==> config.mk <==
export PLATFORM = sky130hd
export DESIGN_NAME = multiplexed_seven_segment_driver
export DESIGN_NICKNAME = d
export VERILOG_FILES = /design/src/sv/msd_pkg.sv /design/src/sv/multiplexed_seven_segment_driver.sv /design/src/sv/msd_pin_decode.sv
export SDC_FILE = /design/constraint.sdc
export NUM_CORES = 1
export LEC_CHECK = 0
export BUFFER_PORTS_ARGS = -buffer_cell sky130_fd_sc_hd__buf_2
export CAP_MARGIN = 10
export CORE_MARGIN = 4
export CORE_UTILIZATION = 64
export CTS_CLUSTER_DIAMETER = 50
export CTS_CLUSTER_SIZE = 8
export DETAILED_ROUTE_END_ITERATION = 12
export PLACE_DENSITY = 0.9
export SKIP_CTS_REPAIR_TIMING = 1
export SYNTH_ARGS = -nofsm -noshare
export SYNTH_HDL_FRONTEND = slang
export SYNTH_SLANG_ARGS = --single-unit
==> constraint.sdc <==
create_clock -name i_clk -period 5.01 [get_ports i_clk]
set_input_delay 0.2505 -clock i_clk [delete_from_list [all_inputs] [get_ports i_clk]]
set_output_delay 0.2505 -clock i_clk [all_outputs]
set_load 0.01 [all_outputs]
==> src/sv/msd_pkg.sv <==
package msd_pkg;

    localparam int MAX_DIGITS = 8;
    localparam int DIGIT_W    = $clog2(MAX_DIGITS);
    localparam int COUNT_W    = 4;
    localparam int TICK_W     = 16;
    localparam int CODE_W     = 5;
    localparam int SEG_W      = 8;
    localparam int SEL_W      = 8;
    localparam int CFG_W      = 16;

    localparam logic [CODE_W-1:0]  INITIAL_CODE = 5'd16;
    localparam logic [CODE_W-1:0]  CODE_LIMIT   = 5'd17;
    localparam logic [COUNT_W-1:0] COUNT_RESET  = 4'd4;
    localparam logic [TICK_W-1:0]  STROBE_RESET = 16'd10;
    localparam logic [TICK_W-1:0]  TICK_MAX     = 16'hFFFF;

    localparam logic CMD_TICK = 1'b0;
    localparam logic CMD_SET  = 1'b1;

    localparam logic CFG_DIGIT_COUNT  = 1'b0;
    localparam logic CFG_STROBE_TICKS = 1'b1;

    typedef enum logic [1:0] {
        ST_INIT  = 2'd0,
        ST_IDLE  = 2'd1,
        ST_PRINT = 2'd2,
        ST_NEXT  = 2'd3
    } t_state;

    typedef struct packed {
        logic [SEL_W-1:0] selects;
        logic [SEG_W-1:0] segments;
    } t_pins;

    function automatic logic [SEG_W-1:0] seg_of(input logic [CODE_W-1:0] code);
        logic [SEG_W-1:0] seg;
        unique case (code)
            5'd0:    seg = 8'h3F;
            5'd1:    seg = 8'h06;
            5'd2:    seg = 8'h5B;
            5'd3:    seg = 8'h4F;
            5'd4:    seg = 8'h66;
            5'd5:    seg = 8'h6D;
            5'd6:    seg = 8'h7D;
            5'd7:    seg = 8'h07;
            5'd8:    seg = 8'h7F;
            5'd9:    seg = 8'h6F;
            5'd10:   seg = 8'h77;
            5'd11:   seg = 8'h7C;
            5'd12:   seg = 8'h39;
            5'd13:   seg = 8'h5E;
            5'd14:   seg = 8'h79;
            5'd15:   seg = 8'h71;
            5'd17:   seg = 8'h1C;
            default: seg = 8'h00;
        endcase
        return seg;
    endfunction

endpackage

==> src/sv/multiplexed_seven_segment_driver.sv <==
// Multiplexed seven-segment display driver.
// The input stream carries one beat per event: tuser 0 is a time tick, tuser 1
// writes a digit code (tdata bits 2:0 digit index, bits 7:3 code). Every input
// beat yields exactly one output beat carrying the held segment levels, the held
// active-low digit selects and a flag that is set when a tick drove new levels.
// Codes 0 to 15 show hex digits, 16 is blank and 17 shows an error mark; other
// codes and writes to digits past the digit count are dropped.
// The configuration port sets the digit count and the ticks per digit; the user
// must write it only while the stream is idle, which the block does not enforce.
// An accepted input beat reaches the output register in the next cycle, and one
// beat is accepted in every cycle unless the receiver stalls; the output register
// is the only stage. When the receiver stalls, the output beat holds and the
// input side stops accepting until that beat is taken.
// After reset the state machine is in its init state, all digits hold the blank
// code, a print is pending, the segments are off and all selects are inactive.
module multiplexed_seven_segment_driver
    import msd_pkg::*;
(
    input  logic               i_clk,
    input  logic               i_rst_n,
    input  logic               i_cfg_we,
    input  logic               i_cfg_index,
    input  logic [CFG_W-1:0]   i_cfg_data,
    input  logic               s_axis_tvalid,
    output logic               s_axis_tready,
    input  logic [7:0]         s_axis_tdata,   // digit_index[2:0], digit_code[7:3]
    input  logic               s_axis_tuser,   // cmd
    output logic               m_axis_tvalid,
    input  logic               m_axis_tready,
    output logic [15:0]        m_axis_tdata,   // segment_lines[7:0], digit_select_lines[15:8]
    output logic               m_axis_tuser    // refreshed
);

    logic [COUNT_W-1:0]    r_digit_count;
    logic [TICK_W-1:0]     r_strobe_ticks;
    t_state                r_state, n_state;
    logic [CODE_W-1:0]     r_store [MAX_DIGITS];
    logic [CODE_W-1:0]     n_store [MAX_DIGITS];
    logic [DIGIT_W-1:0]    r_digit, n_digit;
    logic [TICK_W-1:0]     r_tick, n_tick;
    logic                  r_pending, n_pending;
    logic [SEG_W-1:0]      r_seg, n_seg;
    logic [SEL_W-1:0]      r_sel, n_sel;
    logic                  r_out_valid, n_out_valid;
    logic                  r_refreshed, n_refreshed;

    logic                  in_accept;
    logic [DIGIT_W-1:0]    in_index;
    logic [CODE_W-1:0]     in_code;
    logic [COUNT_W-1:0]    eff_count;
    logic [COUNT_W-1:0]    digit_inc;
    t_pins                 pins;

    assign in_index  = s_axis_tdata[DIGIT_W-1:0];
    assign in_code   = s_axis_tdata[DIGIT_W +: CODE_W];
    assign eff_count = (r_digit_count > COUNT_W'(MAX_DIGITS)) ? COUNT_W'(MAX_DIGITS)
                                                               : r_digit_count;
    assign digit_inc = COUNT_W'(r_digit) + COUNT_W'(1);

    assign s_axis_tready = !r_out_valid || m_axis_tready;
    assign in_accept     = s_axis_tvalid && s_axis_tready;

    msd_pin_decode u_pin_decode (
        .i_code      (r_store[r_digit]),
        .i_digit     (r_digit),
        .i_eff_count (eff_count),
        .o_pins      (pins)
    );

    always_comb begin
        n_state     = r_state;
        n_store     = r_store;
        n_digit     = r_digit;
        n_tick      = r_tick;
        n_pending   = r_pending;
        n_seg       = r_seg;
        n_sel       = r_sel;
        n_refreshed = r_refreshed;
        n_out_valid = r_out_valid && !m_axis_tready;

        if (in_accept) begin
            n_out_valid = 1'b1;
            n_refreshed = 1'b0;
            if (s_axis_tuser == CMD_SET) begin
                if ((in_code <= CODE_LIMIT) && (COUNT_W'(in_index) < eff_count)) begin
                    n_store[in_index] = in_code;
                    n_pending         = 1'b1;
                end
            end else begin
                unique case (r_state)
                    ST_INIT: begin
                        n_state = ST_IDLE;
                    end
                    ST_IDLE: begin
                        if (r_pending) begin
                            n_state = ST_PRINT;
                        end else if (r_tick >= r_strobe_ticks) begin
                            n_state = ST_NEXT;
                        end
                    end
                    ST_PRINT: begin
                        n_pending = 1'b0;
                        n_state   = ST_IDLE;
                    end
                    ST_NEXT: begin
                        n_tick  = '0;
                        n_state = ST_PRINT;
                    end
                    default: begin
                        n_state = ST_INIT;
                    end
                endcase

                unique case (n_state)
                    ST_IDLE: begin
                        if (r_tick != TICK_MAX) begin
                            n_tick = r_tick + TICK_W'(1);
                        end
                    end
                    ST_PRINT: begin
                        n_seg       = pins.segments;
                        n_sel       = pins.selects;
                        n_refreshed = 1'b1;
                    end
                    ST_NEXT: begin
                        n_digit = (digit_inc >= eff_count) ? '0 : digit_inc[DIGIT_W-1:0];
                    end
                    default: begin
                        n_state = n_state;
                    end
                endcase
            end
        end
    end

    always_ff @(posedge i_clk) begin
        if (!i_rst_n) begin
            r_state <= ST_INIT;
        end else begin
            r_state <= n_state;
        end
    end

    always_ff @(posedge i_clk) begin
        if (!i_rst_n) begin
            r_digit_count  <= COUNT_RESET;
            r_strobe_ticks <= STROBE_RESET;
            for (int i = 0; i < MAX_DIGITS; i++) begin
                r_store[i] <= INITIAL_CODE;
            end
            r_digit     <= '0;
            r_tick      <= '0;
            r_pending   <= 1'b1;
            r_seg       <= '0;
            r_sel       <= '1;
            r_out_valid <= 1'b0;
            r_refreshed <= 1'b0;
        end else begin
            if (i_cfg_we) begin
                unique case (i_cfg_index)
                    CFG_DIGIT_COUNT:  r_digit_count  <= i_cfg_data[COUNT_W-1:0];
                    CFG_STROBE_TICKS: r_strobe_ticks <= i_cfg_data[TICK_W-1:0];
                    default:          r_digit_count  <= r_digit_count;
                endcase
            end
            r_store     <= n_store;
            r_digit     <= n_digit;
            r_tick      <= n_tick;
            r_pending   <= n_pending;
            r_seg       <= n_seg;
            r_sel       <= n_sel;
            r_out_valid <= n_out_valid;
            r_refreshed <= n_refreshed;
        end
    end

    assign m_axis_tvalid = r_out_valid;
    assign m_axis_tdata  = {r_sel, r_seg};
    assign m_axis_tuser  = r_refreshed;

`ifndef SYNTH
    a_refresh_in_print: assert property (@(posedge i_clk) disable iff (!i_rst_n)
        (r_out_valid && r_refreshed) |-> (r_state == ST_PRINT))
        else $error("refreshed beat outside the print state");

    a_next_to_print: assert property (@(posedge i_clk) disable iff (!i_rst_n)
        (in_accept && (s_axis_tuser == CMD_TICK) && (r_state == ST_NEXT))
        |=> ((r_state == ST_PRINT) && (r_tick == '0) && r_refreshed))
        else $error("next-digit step did not clear the counter and print");

    a_set_keeps_state: assert property (@(posedge i_clk) disable iff (!i_rst_n)
        (in_accept && (s_axis_tuser == CMD_SET))
        |=> ($stable(r_state) && $stable(r_digit) && $stable(r_sel) && !r_refreshed))
        else $error("digit write disturbed the scan state");

    a_one_select: assert property (@(posedge i_clk) disable iff (!i_rst_n)
        $onehot0(~r_sel))
        else $error("more than one digit select active");
`endif

endmodule

==> src/sv/msd_pin_decode.sv <==
module msd_pin_decode
    import msd_pkg::*;
(
    input  logic [CODE_W-1:0]  i_code,
    input  logic [DIGIT_W-1:0] i_digit,
    input  logic [COUNT_W-1:0] i_eff_count,
    output t_pins              o_pins
);

    always_comb begin
        o_pins.segments = seg_of(i_code);
        o_pins.selects  = '1;
        for (int i = 0; i < SEL_W; i++) begin
            if ((COUNT_W'(i) < i_eff_count) && (COUNT_W'(i) == COUNT_W'(i_digit))) begin
                o_pins.selects[i] = 1'b0;
            end
        end
    end

endmodule

=== Yosys cells after proc, flatten, opt, wreduce, memory -nomap -nowiden ===
Memory sizes are Yosys's and may differ from the RTL's. A register that Yosys moved wholly into a read port is not among the register bits.
Cells that the tools add are included.
Widths: inputs -> output; s select.

* Bits in registers: 100
* Bits in read-only memories: 224
* Output and inout bits: 19
* Memories: 1

* Add/subtract/negate cells: 2
* $lt $le $gt $ge: 16
* Equality and inequality tests: 15
* Muxes and demuxes: 30
* Bitwise operators: 4
* Reduce and logical (&&, ||, !) cells: 27

{| class="wikitable"
|+ Memories
! name !! depth !! width !! rd ports !! clocked after memory_dff !! wr ports !! line !! RTL
|-
| (no name shown) || 32 || 7 || 1 || 1 || 0 || msd_pkg.sv:38 || <nowiki>unique case (code)</nowiki>
|}

{| class="wikitable"
|+ Operators by type and width
! cell !! count
|-
| $mux 16 || 3
|-
| $bwmux 40 || 1
|-
| $add 16x1->16 const B || 1
|-
| $ge 16x16->1 || 1
|-
| $lt 3x4->1 const A || 4
|-
| $ne 16x16->1 const B || 1
|-
| $bmux 5 s3 || 1
|-
| $demux 5 s3 || 1
|-
| $mux 5 || 3
|-
| $mux 1 || 14
|-
| $eq 3x3->1 const A || 4
|-
| $logic_and 1x1->1 || 12
|-
| $reduce_and 3->1 || 4
|-
| $eq 2x2->1 const B || 4
|-
| $ge 4x4->1 const B || 2
|-
| $lt 1x4->1 const A || 2
|-
| $lt 2x4->1 const A || 2
|-
| $mux 2 || 4
|-
| $not 3->4 || 2
|-
| $eq 2x3->1 const A || 2
|-
| $pmux 2 s3 || 1
|-
| $reduce_and 2->1 || 3
|-
| $le 5x5->1 const B || 1
|-
| $add 3x1->4 const B || 1
|-
| other kinds (16) || 20
|}

=== Depth between registers and ports, before layout ===
Gate-level depths: netlist of run 1.

* Word-level depth: 9
* Depth in mapped cells: 12
* Gate-level depth less buffers: 9

=== Cells and area by module ===
From an unflattened synthesis of run 1, not the netlist that was laid out.

* Cell total of the unflattened synthesis: 658
* Area total of the unflattened synthesis: 5451.5 um^2

{| class="wikitable"
|+ Modules (own cells, without submodules)
! module !! times used !! cells each !! area an instance (um^2) !! sequential area each (um^2)
|-
| multiplexed_seven_segment_driver || 1 || 592 || 4991.0 || 2001.9
|-
| msd_pin_decode || 1 || 66 || 460.4 || 0.0
|}

=== Worst setup path before layout of run 1 ===
No wires, ideal clock.

* Path type: register -> register
* Start: reg r_digit_count[3]
* End: reg r_store[19] (netlist name)
* Library setup time: 0.129 ns
* Arrival time: 2.796 ns
* Path slack: 2.085 ns
* Cell stages (with the launch flop): 12
* Path buffers: 3
* Clock period less this slack: 2.925 ns
* Cells stage by stage: dfxtp_1 > clkbuf_1 > inv_1 > buf_1 > nand2_1 > ha_1 > a21o_1 > a21o_1 > buf_6 > a2111oi_4 > mux2i_1 > nand2_1

* Word-level cells in the longest chain between the ends: 5

{| class="wikitable"
|+ Ends and longest elaborated chain
! element !! line !! RTL
|-
| start, declared || multiplexed_seven_segment_driver.sv:34 || <nowiki>logic [COUNT_W-1:0] r_digit_count;</nowiki>
|-
| start signal, assigned || multiplexed_seven_segment_driver.sv:161 || <nowiki>CFG_DIGIT_COUNT: r_digit_count <= i_cfg_data[COUNT_W-1:0];</nowiki>
|-
| start signal, assigned || multiplexed_seven_segment_driver.sv:163 || <nowiki>default: r_digit_count <= r_digit_count;</nowiki>
|-
| $gt 4x4->1 || multiplexed_seven_segment_driver.sv:56 || <nowiki>assign eff_count = (r_digit_count > COUNT_W'(MAX_DIGITS)) ? COUNT_W'(MAX_DIGITS)</nowiki>
|-
| $mux 4 (*) || multiplexed_seven_segment_driver.sv:56 ||
|-
| $lt 3x4->1 (*) || multiplexed_seven_segment_driver.sv:85 || <nowiki>if ((in_code <= CODE_LIMIT) && (COUNT_W'(in_index) < eff_count)) begin</nowiki>
|-
| $logic_and 1x1->1 (*) || multiplexed_seven_segment_driver.sv:85 ||
|-
| $reduce_and 3->1 (no source line) (*) || n/a ||
|-
| end signal, assigned || multiplexed_seven_segment_driver.sv:166 || <nowiki>r_store <= n_store;</nowiki>
|-
| end, declared || multiplexed_seven_segment_driver.sv:37 || <nowiki>logic [CODE_W-1:0] r_store [MAX_DIGITS];</nowiki>
|}

Every way passes the cells marked *; elsewhere a longest branch is shown, timed or not.
A chain may end at the register's enable or synchronous reset.

=== Worst setup path in the final report of run 1 ===
* Start: reg r_digit_count[3]
* End: reg r_store[4] (netlist name)

Same word-level chain as after synthesis.

==> results.txt, run 1 <==
By area the synthesized netlist is led by sky130_fd_sc_hd__dfxtp_1 37%, sky130_fd_sc_hd__nand2_1 8.3%, sky130_fd_sc_hd__ha_1 7.9%. The total number of vias came out at 5,018. The number of antenna-violating nets in the routed design is 0. The element type at the critical path start is a flip-flop. The vertical die dimension came out at 99.9 µm. The depth of the CTS H-tree is 3.

The number of remaining DRC errors is 0. The critical path ends at r_store[4]. The layout overhead on the synthesized area came out at 7.33%. At the end of the flow, the number of nets in the layout was 736. Headroom to the max-slew limit came out at 0.208. The signal arrival time at the worst endpoint is 3460 ps.

The worst reg2reg path depth is 8. The synthesized area is 0.00541 mm². The total nets after synthesis is 716. The smallest hold slack is 108 ps.

In the detailed route, the total length drawn on met3 is 1310 µm. TritonCTS built the clock tree. The share of total power consumed by net switching came out at 0.270. The worst hold path belongs to the class in2reg. The non-filler instance count after layout is 781. In the layout the commonest cells are 120 x sky130_fd_sc_hd__nand2_1, 99 x sky130_fd_sc_hd__dfxtp_1, 59 x sky130_fd_sc_hd__o21ai_0. The number of distinct library cells after synthesis is 54.

The most used flip-flop cell after synthesis is sky130_fd_sc_hd__dfxtp_1. The time the worst path needs with I/O delays and setup is 3240 ps. The switching power of the nets is 396 µW. The total count of hold-check failures in the final report is 0. Entering global routing, the biggest net connects 105 pins. The mean instance size in the synthesized netlist came out at 8.31 µm². The power density normalized to cell area came out at 253 mW/mm². The number of warnings printed during yosys synthesis came out at 0.

The number of buffers on the longest clock path is 2. The clock slew at the register clock pins of the worst setup and hold paths is 100 ps. 50 I/O pins were placed. The die area is 0.00999 mm². The top fanout value on the critical path came out at 13. VDD sags by at most 0.187 mV. The total global routing overflow came out at 0. The number of buffers inserted during clock tree synthesis came out at 9. Setup repair after global routing left no endpoint under its margin. The filler cells instantiated in the layout total 609.

The die is 99.9 µm wide. The number of search-and-repair iterations in the first detailed-routing pass came out at 8. The most common library cell in the layout ignoring fill and taps is sky130_fd_sc_hd__nand2_1.

The portion of the post-synthesis area used by sequential elements came out at 0.366. The worst path required time is 5230 ps. The total internal power came out at 1.07 mW. Measured on the finished design, the core utilization comes to 0.707.

Summing all multi-input logic gate instances after layout gives 0.00312 mm². The synthesized design spends more area on one cell type than any other, namely sky130_fd_sc_hd__dfxtp_1. The initialized floorplan defines 33 standard-cell rows.

The most critical setup path has its startpoint at r_digit_count[3]. Setup violations remaining at the end of the flow were counted as 0. Of the cells placed in the final design, the portion with a size suffix greater than 1 is 0.132. The post-placement cell count came out at 765. The combinational group share of total power came out at 0.093.

Across the routed clock network, the largest skew measured is 10.4 ps. The count of mapped cells out of synthesis came out at 651. The wire length the detailed router placed on met1 is 5650 µm. The area share of the largest cell type after synthesis is 0.366. The area used by sequential logic in the layout is 0.00198 mm². The total power of the final layout is 1.47 mW.

The effective utilization at floorplan is 0.658. The reg-to-reg setup timing slack is 1770 ps. The uppermost signal routing layer after detailed routing is met4.

The clock sink total is 99. The flow ran to the end, and the final reports show no timing, DRC or antenna violations. The leakage power total is 2.17 nW. The upper clock frequency limit is 309 MHz. The number of antenna violations at the first check in global routing was 0. The area of the core region is 0.00822 mm². The latest clock arrival within the worst-skew pair came out at 370 ps. Of the total power, registers draw 0.551. Routability-driven placement finished with a final weighted congestion of 0.851. The share of the clock period used by the worst path came out at 0.647. The first global-routing pass estimated 22,600 µm of wire. The routed length per placed instance came out at 17.2 µm. The post-detailed-routing wire length is 13,500 µm. The final max-slew violation count came to 0.

The post-detailed-placement half-perimeter wirelength is 9510 µm. Counting instances, the worst hold path has a depth of 3. For the pin with the worst max-slew slack, the measured transition is 1180 ps. Of the total power, the clock network draws 0.356. The via count of the first global-routing pass came out at 4,671.

The worst setup path category is reg2reg. The worst setup path is captured at a flip-flop. The synthesized design contains 99 register bits. Dividing the detail-routed via count by the number of cells gives 6.43. Clock tree synthesis selected as its root buffer the cell sky130_fd_sc_hd__clkbuf_8.

The number of buffers inserted by port buffering is 48. After synthesis, the share of flip-flops with an asynchronous set or reset is 0. The worst register-to-register path begins at r_digit_count[3].

The worst reg2reg path endpoint is r_store[4]. The antenna diode count came out at 0. The detailed router finished its first iteration with 589 violations. The synthesized design contains 0 enable-type register cells.

The setup TNS is 0 ps. The global router's overall resource usage is 0.279. The routed length on met2 came out at 6180 µm.

The count of maximum capacitance violations is 0.
per-stage QoR:
step           setup slack [ps]  area (µm²)
2_1_floorplan              2080        5410
3_3_place_gp               1900        5610
3_5_place_dp               1700        5610
4_1_cts                    1800        5810
5_1_grt                    1530        5810
6_report                   1770        5810
synth_stat cells (2+ instances only):
cell and number:
sky130_fd_sc_hd__buf_1 7, sky130_fd_sc_hd__nand3_1 45, sky130_fd_sc_hd__buf_4 2, sky130_fd_sc_hd__buf_6 2, sky130_fd_sc_hd__and3_1 3, sky130_fd_sc_hd__a2111o_1 3
sky130_fd_sc_hd__o21a_1 4, sky130_fd_sc_hd__nor2_1 28, sky130_fd_sc_hd__o41ai_1 2, sky130_fd_sc_hd__o22ai_1 2, sky130_fd_sc_hd__a221o_1 2, sky130_fd_sc_hd__clkbuf_1 25
sky130_fd_sc_hd__o311ai_0 2, sky130_fd_sc_hd__a31oi_1 7, sky130_fd_sc_hd__or2_2 2, sky130_fd_sc_hd__nand2_1 120, sky130_fd_sc_hd__nor4b_1 3, sky130_fd_sc_hd__nand4_1 19
sky130_fd_sc_hd__or3_1 2, sky130_fd_sc_hd__and4_1 3, sky130_fd_sc_hd__mux4_2 10, sky130_fd_sc_hd__nor3_1 8, sky130_fd_sc_hd__and2_1 2, sky130_fd_sc_hd__ha_1 34
sky130_fd_sc_hd__a211oi_1 5, sky130_fd_sc_hd__nor4_1 6, sky130_fd_sc_hd__a21oi_1 36, sky130_fd_sc_hd__nor2b_1 2, sky130_fd_sc_hd__buf_2 5, sky130_fd_sc_hd__a2111oi_0 2
sky130_fd_sc_hd__a21o_1 8, sky130_fd_sc_hd__mux2i_1 22, sky130_fd_sc_hd__dfxtp_1 99, sky130_fd_sc_hd__o21ai_0 59, sky130_fd_sc_hd__inv_1 31, sky130_fd_sc_hd__o211ai_1 9
sky130_fd_sc_hd__nand2b_1 6, sky130_fd_sc_hd__o31ai_1 3, sky130_fd_sc_hd__a31o_2 2, sky130_fd_sc_hd__a2111oi_4 5
state kept, by name, indices dropped and copies added, names as in the netlist:
register and count:
r_store 40, r_strobe_ticks 16, r_tick 16, r_sel 8, r_seg 7, r_digit_count 4
r_digit 3, r_state 2, m_axis_tuser 1, m_axis_tvalid 1, r_pending 1
routing by layer:
metal  track usage  up-vias
li1              -     2370
met1         0.401     2328
met2         0.437      284
met3        0.0368       36
met4        0.0903        0
met5             0        -
cell families after synthesis:
kind of cell,Yosys count,share of synthesized area
simple gates,253,0.217
compound gates,157,0.197
flops,99,0.366
buf+inv,74,0.0567
fa+ha+maj,34,0.0786
mux,33,0.0844
other cells,1,0.000693
layout make-up:
type / count / share of cell area
Inverter: 33 / 0.0213
Tap cell: 105 / 0.0226
Timing Repair Buffer: 50 / 0.0440
Clock buffer: 10 / 0.0220
Multi-Input combinational cell: 478 / 0.538
Sequential cell: 99 / 0.341
Clock inverter: 6 / 0.0112
worst min path at each step:
stage                     slack [ps]                  to               start
after floorplan                  380    r_digit_count[2]       i_cfg_data[2]
after global placement           440            r_seg[1]            r_seg[1]
after detailed placement         450  r_strobe_ticks[10]  r_strobe_ticks[10]
after CTS                        100   r_strobe_ticks[4]       i_cfg_data[4]
after global routing             110   r_strobe_ticks[9]       i_cfg_data[9]
final                            110   r_strobe_ticks[4]       i_cfg_data[4]
worst max-delay path, stage by stage (launching register included):
cell and delay, ps:
sky130_fd_sc_hd__dfxtp_1 430, sky130_fd_sc_hd__inv_1 550, sky130_fd_sc_hd__nand2_1 180, sky130_fd_sc_hd__ha_1 320
sky130_fd_sc_hd__a21o_1 160, sky130_fd_sc_hd__a21o_1 370, sky130_fd_sc_hd__a2111oi_4 720, sky130_fd_sc_hd__mux2i_1 270
sky130_fd_sc_hd__nand2_1 70
power groups by stage:
stage	combinational, mW	sequential [mW]	clock (mW)
after CTS	0.133	0.810	0.520
after floorplan	0.0984	0.824	0
after global placement	0.125	0.827	0
final	0.136	0.810	0.524
after global routing	0.149	0.812	0.562
after detailed placement	0.132	0.828	0
(Power assumes the default switching activity.)
==> inputs of run 2 (changes only) <==
--- a/config.mk
+++ b/config.mk
@@ -5,14 +5,15 @@
 export SDC_FILE = /design/constraint.sdc
 export NUM_CORES = 1
 export LEC_CHECK = 0
+export ABC_AREA = 1
 export BUFFER_PORTS_ARGS = -buffer_cell sky130_fd_sc_hd__buf_2
 export CAP_MARGIN = 10
 export CORE_MARGIN = 4
-export CORE_UTILIZATION = 64
+export CORE_UTILIZATION = 60
 export CTS_CLUSTER_DIAMETER = 50
 export CTS_CLUSTER_SIZE = 8
 export DETAILED_ROUTE_END_ITERATION = 12
-export PLACE_DENSITY = 0.9
+export PLACE_DENSITY = 0.85
 export SKIP_CTS_REPAIR_TIMING = 1
 export SYNTH_ARGS = -nofsm -noshare
 export SYNTH_HDL_FRONTEND = slang
==> constraint.sdc (replaced) <==
create_clock -name i_clk -period 3.4 [get_ports i_clk]
set_input_delay 0.17 -clock i_clk [delete_from_list [all_inputs] [get_ports i_clk]]
set_output_delay 0.17 -clock i_clk [all_outputs]
set_load 0.01 [all_outputs]
==> run 2 against run 1 <==
Effect of this change: synthesized area up 10%; power grew 73%; critical path type unchanged; non-clock buffer count is 3 higher; sequential power rose by 52%; clock power increased by 83%; sequential share of layout area is 3.6 points lower; wire length up 6.9%.
==> results.txt, run 2 <==
The first-pass GRT wire length is 24,100 µm (+6.6%). The clock sink total is 99 (unchanged). The worst register-to-register path begins at r_tick[7].

The vias per cell is 5.42 (-16%). The global placer's final weighted congestion is 0.931 (+9.5%). The total global routing overflow is 0 (unchanged).

The tightest slew margin relative to the limit came out at 0.285 (+0.0766). The library cells used most frequently in the layout, excluding fill and tap cells, are 276 x sky130_fd_sc_hd__nand2_1, 112 x sky130_fd_sc_hd__nor2_1, 107 x sky130_fd_sc_hd__inv_1. In the post-synthesis netlist, the biggest area contributors are sky130_fd_sc_hd__dfxtp_1 33%, sky130_fd_sc_hd__nand2_1 17%, sky130_fd_sc_hd__ha_1 7.1%.

The area share of the largest cell type after synthesis is 0.332 (-0.0340). The power density normalized to cell area is 392 mW/mm² (+55%). The via count of the first global-routing pass is 5,132 (+9.9%). The launch instance of the worst min-delay path is i_cfg_data[2]. The row count came out at 36 (+9.1%). The signal arrival time at the worst endpoint came out at 2900 ps (-560 ps).

STA classifies the critical path endpoint as a flip-flop. The horizontal extent of the die is 108 µm (+7.8%). The area of the core region came to 0.00973 mm² (+18%). The fraction of layout cells with a size suffix above 1 is 0.0945 (-0.0371). The share of the clock period used by the worst path is 0.770 (+0.123). Ranked by flip-flop count, first place goes to r_store.

The pin count of the biggest net entering global routing came to 70 (-33%). The number of warnings printed during yosys synthesis came out at 0 (unchanged). The routed length per placed instance came out at 13.3 µm (-23%). The worst path required time was 3680 ps (-1550 ps). The total number of vias came out at 5,885 (+17%). The time the worst path needs with I/O delays and setup is 2620 ps (-623 ps). The number of enable-type register cells in the synthesized netlist came out at 0 (unchanged). The final number of setup-violating endpoints is 0 (unchanged).

In the synthesized netlist the dominant register cell turns out to be sky130_fd_sc_hd__dfxtp_1. The final standard cell utilization of the core came out at 0.668 (-0.0389). The setup TNS came to 0 ps (unchanged). The post-detailed-placement half-perimeter wirelength came out at 9960 µm (+4.7%). The number of distinct library cells after synthesis was 41 (-24%).

The number of buffers on the longest clock path is 2 (unchanged). The setup path with the least slack is of type reg2reg. The flow ran to the end, and the final reports show no timing, DRC or antenna violations.

The element type at the critical path start is a flip-flop. In the final layout, the registers with the most flip-flops are r_store (40), r_strobe_ticks (16), r_tick (16). Setup repair after global routing left no endpoint under its margin. The latest clock arrival within the worst-skew pair is 380 ps (about the same). The clock slew at the register clock pins of the worst setup and hold paths is 100 ps (about the same). The vertical die dimension is 108 µm (+7.8%). The number of antenna violations at the first check in global routing is 0 (unchanged). The violation count after the first detailed-routing iteration came out at 573 (-2.7%). The global router's overall resource usage is 0.253 (-0.0257). The post-synthesis register bit count is 99 (unchanged). Leaving out fill and tap cells, the most frequent cell in the layout is sky130_fd_sc_hd__nand2_1.

In this run the clock root is driven by a sky130_fd_sc_hd__clkbuf_8. The top fanout value on the critical path came out at 20 (+7). The final max-slew violation count was 0 (unchanged). The slew at the pin closest to its max-slew limit came out at 1070 ps (-112 ps).

The worst clock skew is 14.5 ps (+4.18 ps). The flip-flop count of the largest register after layout is 40 (unchanged). The count of mapped cells out of synthesis is 922 (+42%). The most area-hungry cell type in the Yosys netlist is sky130_fd_sc_hd__dfxtp_1.

The post-placement cell count is 1,069 (+40%). Relative to the synthesized area, the layout overhead comes to 8.94%. The number of antenna-violating nets in the routed design came to 0 (unchanged). Tracing the worst setup path back leads to its startpoint at r_tick[7]. The number of search-and-repair iterations in the first detailed-routing pass came out at 5 (-3).

The path class of the tightest hold or removal check is in2reg. The number of nets at the end of the flow is 1,012 (+38%). The total nets after synthesis came out at 987 (+38%). The post-detailed-routing wire length came to 14,400 µm (+6.9%). The top-level port count was 50 (unchanged). The die area came out at 0.0116 mm² (+16%). The mean instance size in the synthesized netlist is 6.47 µm² (-22%). The fraction of synthesis flops using an asynchronous set or reset pin is 0 (unchanged). The effective utilization at floorplan was 0.613 (-0.0454). The depth of the CTS H-tree came out at 3 (unchanged). The leakage power total came out at 3.23 nW (+48%). The number of buffers inserted during clock tree synthesis came out at 9 (unchanged).

The total count of hold-check failures in the final report came out at 0 (unchanged). The number of buffers inserted by port buffering came out at 48 (unchanged). The maximum vdd ir drop came out at 0.255 mV (+37%). The upper clock frequency limit is 382 MHz (+24%).

By instance count, the leading cell after synthesis is sky130_fd_sc_hd__nand2_1. The clock tree from TritonCTS is done. The count of maximum capacitance violations is 0 (unchanged). The portion of the post-synthesis area used by sequential elements is 0.332 (-0.0340). The synthesized area came out at 0.00596 mm² (+10%). Sorting the synthesized cells by how often they occur yields 276 x sky130_fd_sc_hd__nand2_1, 112 x sky130_fd_sc_hd__nor2_1, 107 x sky130_fd_sc_hd__inv_1, 99 x sky130_fd_sc_hd__dfxtp_1, 76 x sky130_fd_sc_hd__nand3_1. The antenna diode count was 0 (unchanged). The non-filler instance count after layout came to 1,085 (+39%). The number of remaining DRC errors was 0 (unchanged).
## run 2: cell types whose count changed in the layout (fill, tap and decap cells not counted), moves of 12 or more
cell	before	now
sky130_fd_sc_hd__a21oi_1	36	60
sky130_fd_sc_hd__inv_1	31	107
sky130_fd_sc_hd__mux2i_1	22	0
sky130_fd_sc_hd__nand2_1	120	276
sky130_fd_sc_hd__nand3_1	45	76
sky130_fd_sc_hd__nor2_1	28	112
sky130_fd_sc_hd__o21ai_0	59	47
## run 2: power by group
part	leakage (nW)	switching (mW)	total (mW)	internal, mW
Sequential	0.806	0.0306	1.23	1.20
Clock	0.128	0.444	0.961	0.517
Combinational	2.29	0.244	0.362	0.118
## run 2: cell type report
cell class	instances	area, µm²
multi-input combinational	670	3390
fill	872	3230
sequential	99	1980
inverter	114	428
timing repair buffer	53	278
tap	133	166
clock buffer	10	138
clock inverter	6	116
## run 2: worst paths after layout
path                                         end  slack, ps  cells past startpoint
worst max register to register        r_tick[13]        780                     15
worst max-delay path                  r_tick[13]        780                     15
worst min register to register          r_sel[2]        470                      2
worst min-delay path            r_digit_count[2]         30                      3
## run 2: metrics by stage
stage	hold slack [ps]	power, mW	worst slack (ps)	instance area [µm²]
finish	27.5	2.55	783	6500
global route	35.5	2.66	514	6500
CTS	21.8	2.55	853	6500
detailed placement	406	1.61	879	6240
global placement	413	1.60	977	6240
floorplan	300	1.52	1410	5960
## run 2: layer usage
| layer | track usage | share of wire |
|---|---|---|
| met5 | 0 | 0 |
| met1 | 0.365 | 0.47 |
| met4 | 0.0965 | 0.021 |
| met3 | 0.0414 | 0.078 |
| met2 | 0.379 | 0.43 |
## run 2: kinds of logic (layout without fill, tap and decap cells)
logic type,after synthesis,count (layout),share of synthesized area
AO/OA/AOI/OAI,130,130,0.121
XOR/XNOR,9,9,0.0132
adder cells (fa/ha/maj),34,34,0.0713
buffers and inverters,153,183,0.100
flip-flops,99,99,0.332
other,1,1,0.000629
AND/OR/NAND/NOR,496,496,0.361
## run 2: critical path: stages, from the launching register on
cell and delay [ps]:
sky130_fd_sc_hd__dfxtp_1 470, sky130_fd_sc_hd__ha_1 300, sky130_fd_sc_hd__nand2_1 60, sky130_fd_sc_hd__inv_1 50, sky130_fd_sc_hd__nand2_1 60, sky130_fd_sc_hd__nand2_1 40
sky130_fd_sc_hd__nor2_1 90, sky130_fd_sc_hd__nand2_1 50, sky130_fd_sc_hd__nand2_1 50, sky130_fd_sc_hd__nand2_1 180, sky130_fd_sc_hd__nand2_1 560, sky130_fd_sc_hd__inv_1 290
sky130_fd_sc_hd__nand2_1 130, sky130_fd_sc_hd__nand3_1 80, sky130_fd_sc_hd__nand2_1 70, sky130_fd_sc_hd__inv_1 40
